[src/dual_source_switch_controller_assert.svh]
// Assertion macros shared by the controller RTL.
// Each macro expects clk and arst_n in the scope where it is used.
`ifndef DUAL_SOURCE_SWITCH_CONTROLLER_ASSERT_SVH
`define DUAL_SOURCE_SWITCH_CONTROLLER_ASSERT_SVH

// Same-cycle implication, quiet during reset.
`define DSSC_ASSERT_IMP(lbl, ante, cons) \
	lbl: assert property (@(posedge clk) disable iff (!arst_n) (ante) |-> (cons)) \
		else $error("dssc assertion failed");

// Next-cycle implication, quiet during reset.
`define DSSC_ASSERT_NXT(lbl, ante, cons) \
	lbl: assert property (@(posedge clk) disable iff (!arst_n) (ante) |=> (cons)) \
		else $error("dssc assertion failed");

`endif

[src/dssc_pkg.sv]
`timescale 1ns / 1ps
package dssc_pkg;

	// Command codes carried in s_axis_tuser
	typedef enum logic [1:0] {
		CMD_TICK  = 2'd0,
		CMD_START = 2'd1,
		CMD_STOP  = 2'd2
	} cmd_t;

	// Wait phase codes
	typedef enum logic [2:0] {
		PH_NONE        = 3'd0,
		PH_FIRST_WAIT  = 3'd1,
		PH_FIRST_OVER  = 3'd2,
		PH_SECOND_WAIT = 3'd3,
		PH_SECOND_OVER = 3'd4
	} phase_t;

	// Source selection state that the rules act on
	typedef struct packed {
		logic   server_on;
		logic   peer_on;
		phase_t phase;
	} sw_state_t;

	// Register indexes on the configuration port
	localparam logic [1:0] REG_FIRST_WAIT  = 2'd0;
	localparam logic [1:0] REG_SECOND_WAIT = 2'd1;
	localparam logic [1:0] REG_LOW_SPEED   = 2'd2;
	localparam logic [1:0] REG_HIGH_SPEED  = 2'd3;

	// Register reset values
	localparam logic [23:0] FIRST_WAIT_RST  = 24'd10000;
	localparam logic [23:0] SECOND_WAIT_RST = 24'd20000;
	localparam logic [31:0] LOW_SPEED_RST   = 32'd10240;
	localparam logic [31:0] HIGH_SPEED_RST  = 32'd20480;

	// Rule firings allowed per evaluation
	localparam int STEP_LIMIT = 8;
	localparam int CNT_W      = $clog2(STEP_LIMIT);

	// Sequencer program steps
	typedef logic [1:0] step_t;
	localparam step_t STEP_ACCEPT = 2'd0;
	localparam step_t STEP_APPLY  = 2'd1;
	localparam step_t STEP_FIRE   = 2'd2;
	localparam step_t STEP_EMIT   = 2'd3;

	// Datapath operations
	typedef enum logic [1:0] {
		OP_CAPTURE,
		OP_APPLY,
		OP_FIRE,
		OP_EMIT
	} uop_t;

	// Jump conditions: jump to target when true, else fall through
	typedef enum logic [1:0] {
		CND_NO_IN,
		CND_NO_EVAL,
		CND_RULE_MORE,
		CND_OUT_BUSY
	} cond_t;

	typedef struct packed {
		uop_t  op;
		cond_t cond;
		step_t tgt;
	} ucode_t;

	// Control program, one word per step
	localparam ucode_t UCODE_ROM [4] = '{
		'{op: OP_CAPTURE, cond: CND_NO_IN,     tgt: STEP_ACCEPT},
		'{op: OP_APPLY,   cond: CND_NO_EVAL,   tgt: STEP_EMIT},
		'{op: OP_FIRE,    cond: CND_RULE_MORE, tgt: STEP_FIRE},
		'{op: OP_EMIT,    cond: CND_OUT_BUSY,  tgt: STEP_EMIT}
	};

endpackage

[src/dssc_rules.sv]
`timescale 1ns / 1ps
module dssc_rules #(
	parameter int TIMER_BITS = 24
) (
	input  dssc_pkg::sw_state_t cur,
	input  logic [TIMER_BITS-1:0] wait_timer,
	input  logic [23:0] first_wait_ms,
	input  logic [23:0] second_wait_ms,
	input  logic [31:0] low_speed,
	input  logic [31:0] high_speed,
	input  logic [15:0] connected_peers,
	input  logic [15:0] pooled_peers,
	input  logic [15:0] active_peers,
	input  logic [15:0] available_peers,
	input  logic [31:0] peer_speed,
	output dssc_pkg::sw_state_t nxt,
	output logic clr_timer,
	output logic fired
);
	import dssc_pkg::*;

	localparam int CW = (TIMER_BITS > 24) ? TIMER_BITS : 24;

	logic first_done;
	logic second_done;
	logic speed_ok;
	logic speed_high;

	// Threshold compares shared by the rules
	assign first_done  = CW'(wait_timer) >= CW'(first_wait_ms);
	assign second_done = CW'(wait_timer) >= CW'(second_wait_ms);
	assign speed_ok    = peer_speed >= low_speed;
	assign speed_high  = peer_speed >= high_speed;

	// Fire one rule chosen by server, peer and phase
	always_comb begin
		nxt       = cur;
		clr_timer = 1'b0;
		fired     = 1'b0;
		case ({cur.server_on, cur.peer_on, cur.phase})
			{1'b0, 1'b0, PH_NONE}: begin
				nxt.peer_on = 1'b1;
				nxt.phase   = PH_FIRST_WAIT;
				clr_timer   = 1'b1;
				fired       = 1'b1;
			end
			{1'b0, 1'b1, PH_FIRST_WAIT}: begin
				if (first_done) begin
					nxt.phase = PH_FIRST_OVER;
					fired     = 1'b1;
				end
			end
			{1'b0, 1'b1, PH_FIRST_OVER}: begin
				fired = 1'b1;
				if (connected_peers == 16'd0 || pooled_peers == 16'd0) begin
					nxt.server_on = 1'b1;
					nxt.peer_on   = 1'b0;
					nxt.phase     = PH_NONE;
				end else begin
					clr_timer = 1'b1;
					nxt.phase = PH_SECOND_WAIT;
				end
			end
			{1'b0, 1'b1, PH_SECOND_WAIT}: begin
				if (second_done) begin
					nxt.phase = PH_SECOND_OVER;
					fired     = 1'b1;
				end
			end
			{1'b0, 1'b1, PH_SECOND_OVER}: begin
				fired     = 1'b1;
				nxt.phase = PH_NONE;
				if (active_peers == 16'd0) begin
					nxt.server_on = 1'b1;
					nxt.peer_on   = 1'b0;
				end else if (!speed_ok) begin
					nxt.server_on = 1'b1;
				end
			end
			{1'b1, 1'b1, PH_NONE}: begin
				if (available_peers == 16'd0) begin
					nxt.peer_on = 1'b0;
					fired       = 1'b1;
				end else if (speed_high) begin
					nxt.server_on = 1'b0;
					fired         = 1'b1;
				end
			end
			{1'b0, 1'b1, PH_NONE}: begin
				if (available_peers == 16'd0) begin
					nxt.server_on = 1'b1;
					nxt.peer_on   = 1'b0;
					fired         = 1'b1;
				end else if (!speed_ok) begin
					nxt.server_on = 1'b1;
					fired         = 1'b1;
				end
			end
			{1'b1, 1'b0, PH_NONE}: begin
				if (available_peers != 16'd0) begin
					nxt.peer_on = 1'b1;
					fired       = 1'b1;
				end
			end
			default: begin
				fired = 1'b0;
			end
		endcase
	end

endmodule

[src/dual_source_switch_controller.sv]
`timescale 1ns / 1ps
// Dual source switch controller.
// Input stream (s_axis): one command per transfer; tuser carries the command
// (tick, start, stop), tdata carries held, elapsed ms, the peer counts and
// the peer speed. Output stream (m_axis): one result per command with the
// server and peer enables, the wait phase and the running flag.
// Configuration: cfg_we writes cfg_wdata to the register at cfg_idx
// (first wait, second wait, low speed, high speed) in the same edge.
// Sequence: the microcode sequencer captures a command at its accept step,
// applies it at its apply step, then, if the rules must run, steps the rule
// evaluator at its fire step, one rule per cycle, while a rule fires and the
// STEP_LIMIT bound is not reached, and loads the result at its emit step.
// One command is in work at a time; a new command is taken while the
// previous result still waits in the output register.
// Reset: all enables, phase, timer and running flag clear, registers take
// their default values, no result is pending. No clearing pass is needed.
// Stall: when m_axis_tready is low a pending result holds; the sequencer
// waits at its emit step until the output register frees up.
module dual_source_switch_controller #(
	parameter int TIMER_BITS = 24
) (
	input  logic         clk,
	input  logic         arst_n,
	// input stream
	input  logic         s_axis_tvalid,
	output logic         s_axis_tready,
	// tdata: held[0], delta_ms[16:1], connected_peers[32:17], pooled_peers[48:33],
	//        active_peers[64:49], available_peers[80:65], peer_speed[112:81]
	input  logic [119:0] s_axis_tdata,
	// tuser: cmd[1:0]
	input  logic [1:0]   s_axis_tuser,
	// output stream
	output logic         m_axis_tvalid,
	input  logic         m_axis_tready,
	// tdata: server_enable[0], peer_enable[1], wait_phase[4:2], active[5]
	output logic [7:0]   m_axis_tdata,
	// configuration
	input  logic         cfg_we,
	input  logic [1:0]   cfg_idx,
	input  logic [31:0]  cfg_wdata
);
	import dssc_pkg::*;

	// configuration registers
	logic [23:0] first_wait_q;
	logic [23:0] second_wait_q;
	logic [31:0] low_speed_q;
	logic [31:0] high_speed_q;

	// captured command
	logic [1:0]  cmd_q;
	logic        held_q;
	logic [15:0] delta_q;
	logic [15:0] conn_q;
	logic [15:0] pooled_q;
	logic [15:0] act_q;
	logic [15:0] avail_q;
	logic [31:0] speed_q;

	// controller state
	logic                  running_q;
	sw_state_t             sw_q;
	logic [TIMER_BITS-1:0] timer_q;

	// sequencer
	step_t            pc_q;
	step_t            pc_nxt;
	ucode_t           uw;
	logic             cond_hit;
	logic [CNT_W-1:0] cnt_q;

	// output register
	logic       out_valid_q;
	logic [5:0] out_q;
	logic       out_load;

	// rule evaluator outputs
	sw_state_t rule_nxt;
	logic      rule_clr;
	logic      rule_fired;

	logic                eval_needed;
	logic [TIMER_BITS:0] timer_sum;

	// Write configuration registers
	always_ff @(posedge clk or negedge arst_n) begin
		if (!arst_n) begin
			first_wait_q  <= FIRST_WAIT_RST;
			second_wait_q <= SECOND_WAIT_RST;
			low_speed_q   <= LOW_SPEED_RST;
			high_speed_q  <= HIGH_SPEED_RST;
		end else if (cfg_we) begin
			case (cfg_idx)
				REG_FIRST_WAIT:  first_wait_q  <= cfg_wdata[23:0];
				REG_SECOND_WAIT: second_wait_q <= cfg_wdata[23:0];
				REG_LOW_SPEED:   low_speed_q   <= cfg_wdata;
				REG_HIGH_SPEED:  high_speed_q  <= cfg_wdata;
				default:         first_wait_q  <= first_wait_q;
			endcase
		end
	end

	// Fetch the control word and resolve the jump
	always_comb begin
		uw = UCODE_ROM[pc_q];
		case (uw.cond)
			CND_NO_IN:     cond_hit = !s_axis_tvalid;
			CND_NO_EVAL:   cond_hit = !eval_needed;
			CND_RULE_MORE: cond_hit = rule_fired && (cnt_q != CNT_W'(STEP_LIMIT - 1));
			CND_OUT_BUSY:  cond_hit = out_valid_q && !m_axis_tready;
			default:       cond_hit = 1'b0;
		endcase
		pc_nxt = cond_hit ? uw.tgt : step_t'(pc_q + 2'd1);
	end

	assign s_axis_tready = (uw.op == OP_CAPTURE);
	assign out_load      = (uw.op == OP_EMIT) && (!out_valid_q || m_axis_tready);

	// Decide at apply whether the rules run for this command
	always_comb begin
		case (cmd_q)
			CMD_START: eval_needed = !running_q && !held_q;
			CMD_TICK:  eval_needed = running_q && !held_q;
			default:   eval_needed = 1'b0;
		endcase
	end

	assign timer_sum = {1'b0, timer_q} + (TIMER_BITS + 1)'(delta_q);

	// Advance the step counter
	always_ff @(posedge clk or negedge arst_n) begin
		if (!arst_n) begin
			pc_q <= STEP_ACCEPT;
		end else begin
			pc_q <= pc_nxt;
		end
	end

	// Capture the command on transfer
	always_ff @(posedge clk) begin
		if (uw.op == OP_CAPTURE && s_axis_tvalid) begin
			cmd_q    <= s_axis_tuser;
			held_q   <= s_axis_tdata[0];
			delta_q  <= s_axis_tdata[16:1];
			conn_q   <= s_axis_tdata[32:17];
			pooled_q <= s_axis_tdata[48:33];
			act_q    <= s_axis_tdata[64:49];
			avail_q  <= s_axis_tdata[80:65];
			speed_q  <= s_axis_tdata[112:81];
		end
	end

	// Apply the command, then fire rules one per step
	always_ff @(posedge clk or negedge arst_n) begin
		if (!arst_n) begin
			running_q <= 1'b0;
			sw_q      <= '{server_on: 1'b0, peer_on: 1'b0, phase: PH_NONE};
			timer_q   <= '0;
			cnt_q     <= '0;
		end else begin
			case (uw.op)
				OP_APPLY: begin
					cnt_q <= '0;
					case (cmd_q)
						CMD_START: begin
							if (!running_q) begin
								running_q <= 1'b1;
								sw_q      <= '{server_on: 1'b0, peer_on: 1'b0,
									phase: PH_NONE};
								timer_q   <= '0;
							end
						end
						CMD_STOP: running_q <= 1'b0;
						CMD_TICK: begin
							if (running_q) begin
								timer_q <= timer_sum[TIMER_BITS] ? '1 :
									timer_sum[TIMER_BITS-1:0];
							end
						end
						default: running_q <= running_q;
					endcase
				end
				OP_FIRE: begin
					cnt_q <= cnt_q + CNT_W'(1);
					if (rule_fired) begin
						sw_q <= rule_nxt;
						if (rule_clr) begin
							timer_q <= '0;
						end
					end
				end
				default: cnt_q <= cnt_q;
			endcase
		end
	end

	// Hold the result until the receiver takes it
	always_ff @(posedge clk or negedge arst_n) begin
		if (!arst_n) begin
			out_valid_q <= 1'b0;
		end else if (out_load) begin
			out_valid_q <= 1'b1;
		end else if (m_axis_tready) begin
			out_valid_q <= 1'b0;
		end
	end

	always_ff @(posedge clk) begin
		if (out_load) begin
			out_q <= {running_q, sw_q.phase, sw_q.peer_on, sw_q.server_on};
		end
	end

	assign m_axis_tvalid = out_valid_q;
	assign m_axis_tdata  = {2'b00, out_q};

	dssc_rules #(
		.TIMER_BITS(TIMER_BITS)
	) u_rules (
		.cur             (sw_q),
		.wait_timer      (timer_q),
		.first_wait_ms   (first_wait_q),
		.second_wait_ms  (second_wait_q),
		.low_speed       (low_speed_q),
		.high_speed      (high_speed_q),
		.connected_peers (conn_q),
		.pooled_peers    (pooled_q),
		.active_peers    (act_q),
		.available_peers (avail_q),
		.peer_speed      (speed_q),
		.nxt             (rule_nxt),
		.clr_timer       (rule_clr),
		.fired           (rule_fired)
	);

`include "dual_source_switch_controller_assert.svh"

	// a captured command is always applied next
	`DSSC_ASSERT_NXT(a_apply_after_in, s_axis_tvalid && s_axis_tready, pc_q == STEP_APPLY)
	// rules run only while the controller is running
	`DSSC_ASSERT_IMP(a_fire_running, pc_q == STEP_FIRE, running_q)
	// the rule chain ends at the step limit
	`DSSC_ASSERT_NXT(a_chain_bound, pc_q == STEP_FIRE && cnt_q == CNT_W'(STEP_LIMIT - 1),
		pc_q == STEP_EMIT)
	// phase never leaves the defined codes
	`DSSC_ASSERT_IMP(a_phase_range, 1'b1, sw_q.phase <= PH_SECOND_OVER)

endmodule

[config.mk]
export PLATFORM = sky130hd
export DESIGN_NAME = dual_source_switch_controller
export DESIGN_NICKNAME = d
export VERILOG_FILES = /design/src/dssc_pkg.sv /design/src/dssc_rules.sv /design/src/dual_source_switch_controller.sv
export VERILOG_INCLUDE_DIRS = /design/src /design/src/src
export SDC_FILE = /design/constraint.sdc
export NUM_CORES = 1
export LEC_CHECK = 0
export ABC_AREA = 1
export BUFFER_PORTS_ARGS = -buffer_cell sky130_fd_sc_hd__buf_2
export CORE_MARGIN = 2
export CORE_UTILIZATION = 30
export CTS_CLUSTER_SIZE = 16
export DETAILED_ROUTE_END_ITERATION = 8
export GPL_TIMING_DRIVEN = 1
export PLACE_DENSITY = 0.57
export SLEW_MARGIN = 5
export SYNTH_ARGS = -nofsm -noshare
export SYNTH_HDL_FRONTEND = slang
export SYNTH_SLANG_ARGS = --single-unit
[constraint.sdc]
create_clock -name clk -period 3.3 [get_ports clk]
set_clock_uncertainty 0.1 [all_clocks]
set_input_delay 0.33 -clock clk [delete_from_list [all_inputs] [get_ports clk]]
set_output_delay 0.33 -clock clk [all_outputs]
set_load 0.05 [all_outputs]
* Word-level counts from Yosys, hierarchy flattened
Cells that the tools add are included.
Storage, ports and cells: register bits 269, output and inout port bits 10, logic and storage cells 151
Operators by class: bitwise gates (word level) 1, order comparisons 5, add/sub/neg operators 3, mux-type cells 46, equal/unequal tests 37, reduce and logical (&&, ||, !) cells 38
Operator list (number):
- $mux 24 | 5
- $pmux 24 s2 | 2
- $ge 32x32->1 | 2
- $logic_not 16->1 | 4
- $ge 24x24->1 | 2
- $add 24x16->25 | 1
- $eq 5x4->1 const B | 5
- $ne 3x2->1 const B | 7
- $mux 1 | 18
- $reduce_bool 16->1 | 1
- $mux 5 | 3
- $pmux 3 s5 | 1
- $eq 2x2->1 const B | 7
- $bmux 6 s2 | 1
- $mux 6 | 2
- $ne 3x3->1 const B | 4
- $eq 5x5->1 const B | 2
- $pmux 5 s2 | 1
- $reduce_and 2->1 | 5
- $reduce_and 9->1 | 1
- $eq 2x1->1 const B | 4
- $logic_not 2->1 | 4
- $pmux 1 s4 | 2
- $reduce_and 8->1 | 1
- other kinds (25) | 45

* Longest topological paths before layout
Gate-level depths: netlist of run 1.
depth in word-level cells 7, depth in mapped cells 23, gate-level depth less buffers 22

* Cells and area by module
From an unflattened synthesis of run 1, not the netlist that was laid out.
Second synthesis, totals: cells, all modules 1592, area total of the unflattened synthesis 14306.2 µm²
Modules (own cells, without submodules):
- dual_source_switch_controller | area an instance 10925.5 µm², seq. area each 7354.6 µm², cells an instance 1023, instances 1
- dssc_rules | area an instance 3380.7 µm², seq. area each 0.0 µm², cells an instance 569, instances 1

* Worst setup path after synthesis of run 1
Ideal clock, no wire load.
path kind reg-to-reg, start point register pc_q[0], end point register act_q[0], enable pin, setup time 0.468 ns, arrival time 3.418 ns, stages on the path, launching flop included 5, setup slack -0.686 ns, data required time 2.732 ns, cells stage by stage dfrtp_1 > inv_1 > ha_1 > nand2_1 > inv_1
Between the ends: longest elaborated chain between the ends 6
RTL lines:
- start: declaration | RTL line dual_source_switch_controller.sv:66 | step_t pc_q;
- start signal: assignment | RTL line dual_source_switch_controller.sv:135 | pc_q <= pc_nxt;
- $not 2->3 (implied by the code) | RTL line dual_source_switch_controller.sv:105 | uw = UCODE_ROM[pc_q];
- $bmux 6 s2 | RTL line dual_source_switch_controller.sv:105
- $mux 6 (implied by the code) (2 in series) | RTL line dual_source_switch_controller.sv:105
- $logic_not 2->1
- via s_axis_tready | RTL line dual_source_switch_controller.sv:26 | output logic s_axis_tready,
- $logic_and 1x1->1 | RTL line dual_source_switch_controller.sv:141 | if (uw.op == OP_CAPTURE && s_axis_tvalid) begin
- end signal: assignment | RTL line dual_source_switch_controller.sv:147 | act_q <= s_axis_tdata[64:49];
- end: declaration | RTL line dual_source_switch_controller.sv:56 | logic [15:0] act_q;
The timed path passes the listed nets, and every way through them passes these cells. The select of a mux whose other input is x is not followed. A chain may end at the register's enable or synchronous reset.

* Worst setup path in the final report of run 1
start point register timer_q[0], end point register timer_q[18]
Between the ends: longest elaborated chain between the ends 5
RTL lines:
- start: declaration | RTL line dual_source_switch_controller.sv:63 | logic [TIMER_BITS-1:0] timer_q;
- start signal: assignment | RTL line dual_source_switch_controller.sv:176 | timer_q <= timer_sum[TIMER_BITS] ? '1 :
- $ge 24x24->1 (tied with other cells) | RTL line dssc_rules.sv:31 | assign second_done = CW'(wait_timer) >= CW'(second_wait_ms);
- $mux 1 (tied with other cells) | RTL line dssc_rules.sv:65 | if (second_done) begin
- $pmux 1 s6 or $mux 24 (tied branches) | RTL line dssc_rules.sv:40, dual_source_switch_controller.sv:175
- $ne 2x2->1 (no line) or $pmux 24 s2 (tied branches)
- $reduce_and 6->1 (no line) or $pmux 24 s2 (tied branches)
Parallel ways exist; a longest one is shown, timed or not. The select of a mux whose other input is x is not followed.

==> results of run 1 <==
==> critical path: cells and delay by family (launching register included) <==
kind                     cells  cell delay (ps)
AND/OR/NAND/NOR             12             1450
AO/OA/AOI/OAI                1               90
adder cells (fa/ha/maj)      2              660
flip-flops                   1              430
buffers and inverters        1               90
==> cells in the final DEF (no fill, tap or decap), drive strengths merged <==
cell / n
o211ai: 3
nand2: 356
a21oi: 95
edfxtp: 121
a221oi: 1
nor2: 84
xnor2: 8
fa: 1
nor4: 12
o21a: 7
a21o: 2
clkinv: 10
ha: 138
nand3b: 14
a31oi: 4
nor3: 7
or2: 3
nand3: 39
xor2: 7
dfrtp: 134
clkinvlp: 2
buf: 179
conb: 2
and3: 1
a211oi: 2
dlygate4sd3: 131
o21ai: 153
clkbuf: 47
nand4: 25
o21bai: 2
inv: 223
dfstp: 14
==> routing by layer <==
layer  vias up  part of all wire
met5         -           0.00031
met4         2             0.031
met3        58             0.047
met2       216              0.47
met1      4980              0.45
li1       5560                 -
==> power by group through the flow <==
stage	Combinational, mW	Sequential (mW)	Clock [mW]
2_1_floorplan	2.72	4.66	0
3_3_place_gp	3.57	4.67	0
3_5_place_dp	3.66	4.69	0
4_1_cts	3.80	4.64	3.64
5_1_grt	4.31	4.70	3.78
6_report	3.76	4.63	3.51
==> synthesized netlist by cell type (10+ instances only) <==
| library cell | count |
|---|---|
| a21oi_1 | 94 |
| clkbuf_1 | 26 |
| dfrtp_1 | 134 |
| dfstp_2 | 14 |
| edfxtp_1 | 121 |
| ha_1 | 138 |
| inv_1 | 211 |
| nand2_1 | 332 |
| nand2_2 | 13 |
| nand2_4 | 10 |
| nand3_1 | 38 |
| nand3b_1 | 14 |
| nand4_1 | 24 |
| nor2_1 | 78 |
| nor4_1 | 11 |
| o21ai_0 | 151 |
==> flip-flops by register name (all words and copies together), names as in the netlist, 3 cells and up <==
signal	count
speed_q	32
first_wait_q	24
high_speed_q	32
pooled_q	16
low_speed_q	32
avail_q	16
conn_q	16
act_q	16
timer_q	24
out_q	6
delta_q	16
sw_q	5
second_wait_q	24
cnt_q	3
==> layout make-up <==
cell class              instances  area [um^2]
fillers                      4603        28500
repair buffers                310         2270
well taps                     607          759
multi-input cells             966         5730
clock inverters                15          125
flip-flops and latches        269         7350
inverters                     220          832
clock buffers                  47          921
==> worst max path at each step <==
| stage | from | endpoint | depth (start not counted) |
|---|---|---|---|
| floorplan | pc_q[0] | act_q[0] | 4 |
| finish | timer_q[0] | timer_q[18] | 16 |
| CTS | high_speed_q[14] | timer_q[23] | 17 |
| global placement | low_speed_q[11] | timer_q[15] | 16 |
| global route | high_speed_q[14] | timer_q[11] | 17 |
| detailed placement | high_speed_q[14] | timer_q[23] | 17 |
==> kinds of logic (layout without fill, tap and decap cells) <==
group	Yosys count	in the layout
buffers and inverters	255	592
other	1	2
DFF	269	269
and+or+nand+nor	541	541
AOI/OAI and AO/OA	269	269
xor gates and xnor gates	15	15
adders and majority gates	139	139
==> repair_timing <==
action                    in CTS  in global routing
gates resized for setup        0                  0
hold buffers                 131                  0
hold endpoints to repair     207                  0
==> out/metrics.yaml, run 1 <==
timing:
  tns_ps: 0
  finalSetupViolations: 0
  hold_violations: 0
  drv_slew: 0
  rsz0062_at_grt: "false"
  whs_ps: 16.0
  setup_slack_ps: 419
  period_minus_slack_ps: 2880
  slew-limit-headroom: 0.506
  finalCritPeriodShare: 0.873
  worst-slew-pin-transition_ps: 741
  fmax_mhz: 347
yosys:
  synth.top_cell.area_share: 0.258
  synthSimpleGateAreaFrac: 0.173
  synth_cell_types: 46
  synthFlopType: "dfrtp_1"
  yosys-mux-area-fraction: 0
  synth-edff-count: 121
  synth_area_mm2: 0.0141
  synth_top_cell_by_area: "edfxtp_1"
  avgSynthCellArea_um2: 9.45
  synthCells: 1489
  synth_fa_ha_area_frac: 0.124
  ys_async_sr_fraction: 0.550
  synthTopCellsByArea: "edfxtp_1 26%, dfrtp_1 24%, ha_1 12%"
  ys_ff_latch: 269
  synth-seq-area-share: 0.522
  synth_top_family_by_area: "simple AND/OR/NAND/NOR gates"
  synth_warnings: 0
  synth_xor_xnor_area_share: 0.00933
  synth_compound_area_frac: 0.0999
pwr:
  p_seq_frac: 0.389
  pwr-share-comb: 0.316
  clkPwrFrac: 0.295
  p_total_mw: 11.9
  leakagePower_nw: 8.49
  intPower_mw: 7.55
  p_switching_mw: 4.35
  sw_frac_of_total: 0.366
  vdd_drop_max_mv: 0.474
  p_per_area_mw_per_mm2: 661
clock_tree:
  cts_root_buf: "clkbuf_16"
  cts_sinks: 269
  worstSkewPairLatency_ps: 550
  path_clk_slew_ps: 60
  cts_buffers: 34
  max-clock-path-buffers: 3
  post_cts_buffers: 0
  cts_tree: "yes"
  cts.htree.levels: 2
floorplan:
  core_mm2: 0.0465
  die_x_um: 221
  die_area_mm2: 0.0487
  initial_core_util: 0.303
  die_y_um: 221
  ios: 171
  rows: 79
layout:
  layout.cells.non_filler: 2434
  diodes: 0
  drive_gt1_frac: 0.158
  area_delta_synth_final_pct: 27.9
  postLayoutCellArea_mm2: 0.0180
  final_net_count: 2101
  utilization: 0.387
placed_design:
  dpl_cell_area_mm2: 0.0156
  portBuffers: 161
  gp_congestion: 0.853
  dp_slack_ps: 449
  dp_cells: 2241
  hpwl_um: 24300
worst_setup_path:
  worstPathCellList: "ha_1, inv_1, fa_1, nor2_1, o21ai_1, nand2_1, nand4_1, nand2_2, nand2_1, nand2_1, nand2_1, or2_2, nand3_1, nand2_1, nand3b_1, nand2_1"
  startpoint_type: "flip-flop"
  slowest_stage: "dfrtp_1"
  end_kind: "flip-flop"
  critical_path_class: "flip-flop to flip-flop"
  cp_data_arrival_time_ps: 3260
  cp_common_cell: "nand2_1"
  r2r_start: "timer_q[0]"
  reg2reg_slack_ps: 420
  r2r-end: "timer_q[18]"
  slowest_delay_ps: 430
  cp_data_required_time_ps: 3680
  crit_fanout: 5
  ff2ff_path_depth: 16
run:
  maxCapViolCount: 0
min_path:
  min_to: "high_speed_q[16]"
  min_path_type: "input pin to flip-flop"
  hp-start: "cfg_wdata[16]"
  hold_depth: 3
drt:
  via_per_inst: 4.44
  drt_iter0_drc: 476
  wl_per_cell_um: 14.4
  ant_nets: 0
  firstDrtPassIters: 5
  drc: 0
  drt-total-wl_um: 35000
  num_vias: 10816
grt:
  grt-ovfl-total: 0
  top_usage_layer: "met2"
  use_met3: 0.0282
  grt_max_degree: 116
  grt_use_met2: 0.251
  grt_first_pass_wirelength_um: 56700
  antenna_found_initial: 1
  use_met1: 0.185
  grt_use_total: 0.148
  grt_pass1_vias: 11050
run_status:
  status: "complete, no violations"
(Power assumes the default switching activity.)
==> run 2: changes to the inputs <==
--- a/config.mk
+++ b/config.mk
@@ -8,6 +8,7 @@
 export LEC_CHECK = 0
 export ABC_AREA = 1
 export BUFFER_PORTS_ARGS = -buffer_cell sky130_fd_sc_hd__buf_2
+export CORE_ASPECT_RATIO = 0.8
 export CORE_MARGIN = 2
 export CORE_UTILIZATION = 30
 export CTS_CLUSTER_SIZE = 16
==> run 2 against run 1 <==
Critical endpoint is now timer_q[14]; wire length hardly changed; non-clock buffer count is 12 higher; maximum frequency is 3.1% lower.
==> out/metrics.yaml, run 2 (synthesis gave the netlist of run 1 again) <==
clock_tree:
  cts_root_buf: "clkbuf_16"
  path_clk_slew_ps: 70
  max-clock-path-buffers: 3
  cts_tree: "yes"
  cts_sinks: 269
  cts.htree.levels: 1
  cts_buffers: 30
  post_cts_buffers: 0
  worstSkewPairLatency_ps: 590
run:
  maxCapViolCount: 0
floorplan:
  core_mm2: 0.0460
  initial_core_util: 0.306
  die_area_mm2: 0.0487
  die_x_um: 246
  rows: 70
  ios: 171
  die_y_um: 198
worst_setup_path:
  slowest_stage: "dfstp_2"
  slowest_delay_ps: 530
  end_kind: "flip-flop"
  cp_top_family: "simple AND/OR/NAND/NOR gates"
  cp_data_arrival_time_ps: 3340
  startpoint_type: "flip-flop"
  worstPathCellList: "inv_1, ha_1, nand4_1, nor3_1, nand4_1, nand4_1, nand2_1, nand4_4, nand2_2, inv_4, nand2_8, nand2_1, nand2_1"
  crit_fanout: 24
  worst-path-buf-inv: 2
  cp_data_required_time_ps: 3660
  critical_path_class: "flip-flop to flip-flop"
drt:
  drt-total-wl_um: 35000
  dr_wl_met2_um: 16000
  wl_per_cell_um: 14.3
  drt_iter0_drc: 605
  via_per_inst: 4.49
  ant_nets: 0
  wl_met3_um: 1920
  met1_length_um: 16400
  firstDrtPassIters: 5
  drc: 0
  num_vias: 10984
  top_layer: "met4"
layout:
  postLayoutCellArea_mm2: 0.0182
  final_common_cell: "nand2_1"
  final_net_count: 2109
  area_delta_synth_final_pct: 29.0
  drive_gt1_frac: 0.158
  largest_registers: "high_speed_q (32), low_speed_q (32), speed_q (32)"
  fillers: 4540
  final_cell_mix: "332 x nand2_1, 210 x inv_1, 160 x buf_2"
timing:
  period_minus_slack_ps: 2970
  worst-slew-pin-transition_ps: 768
  drv_slew: 0
  slew-limit-headroom: 0.488
  finalSetupViolations: 0
  tns_ps: 0
  fmax_mhz: 336
  whs_ps: 33.8
  rsz0062_at_grt: "false"
  finalCritPeriodShare: 0.901
  hold_violations: 0
  setup_slack_ps: 326
min_path:
  min_path_type: "input pin to flip-flop"
grt:
  grt_first_pass_wirelength_um: 56900
  grt_pass1_vias: 11137
  grt_max_degree: 78
  antenna_found_initial: 1
  grt_use_total: 0.145
  grt-ovfl-total: 0
run_status:
  status: "complete, no violations"
pwr:
  vdd_drop_max_mv: 0.400
  p_total_mw: 11.9
  p_per_area_mw_per_mm2: 657
  leakagePower_nw: 8.56
placed_design:
  dp_slack_ps: 393
  hpwl_um: 24600
  portBuffers: 161
  dpl_cell_area_mm2: 0.0157
  gp_congestion: 0.851
[run 2: changes by cell type in the layout (fill, tap and decap cells not counted), sizes merged]
cell         before  now
clkinvlp          2    1
dlygate4sd3     131  143
clkinv           10    7
diode             0    1
inv             223  221
[run 2: worst paths after layout]
path,start,end,slack [ps],depth (start not counted)
min reg2reg,high_speed_q[2],high_speed_q[2],380,2
max reg2reg,first_wait_q[13],timer_q[14],330,13
max in group asynchronous,arst_n,second_wait_q[14],2050,3
min in group asynchronous,arst_n,low_speed_q[6],290,2
min,cfg_wdata[18],first_wait_q[18],30,3
max,first_wait_q[13],timer_q[14],330,13
[run 2: final cells by class]
cell class	count	area, um^2	area share
antenna	1	2.50	0.000138
tap	612	766	0.0422
clock buffer	47	982	0.0541
inverter	220	832	0.0458
multi-input combinational	966	5730	0.316
clock inverter	9	65.1	0.00358
sequential	269	7350	0.405
timing repair buffer	322	2430	0.134
[run 2: report_power, final]
| group | total (mW) | switching [mW] | internal (mW) |
|---|---|---|---|
| Clock | 3.49 | 1.44 | 2.05 |
| Sequential | 4.61 | 0.395 | 4.22 |
| Combinational | 3.82 | 2.45 | 1.37 |
| Total | 11.9 | 4.28 | 7.64 |
[run 2: metal layers]
layer | GRT usage | up-vias
li1 | - | 5592
met1 | 0.197 | 5112
met2 | 0.239 | 225
met3 | 0.0302 | 55
met4 | 0.0314 | 0
met5 | 0 | -
[run 2: worst register-to-register path, cell delays in order, from the launching register on]
cell,delay [ps]
dfstp_2,530
inv_1,40
ha_1,280
nand4_1,140
nor3_1,470
nand4_1,160
nand4_1,240
nand2_1,150
nand4_4,150
nand2_2,70
inv_4,160
nand2_8,200
nand2_1,130
nand2_1,50
[run 2: repair_timing]
| action | in CTS | in global routing |
|---|---|---|
| gates resized for setup | 0 | 0 |
| hold endpoints to repair | 261 | 0 |
| hold buffers | 143 | 0 |
[run 2: through the flow]
step                      instances  utilization
after floorplan                1490            -
final                          2446        0.395
after global placement         2246        0.341
after detailed placement       2246        0.341
after global routing           2446        0.395
after CTS                      2445        0.395
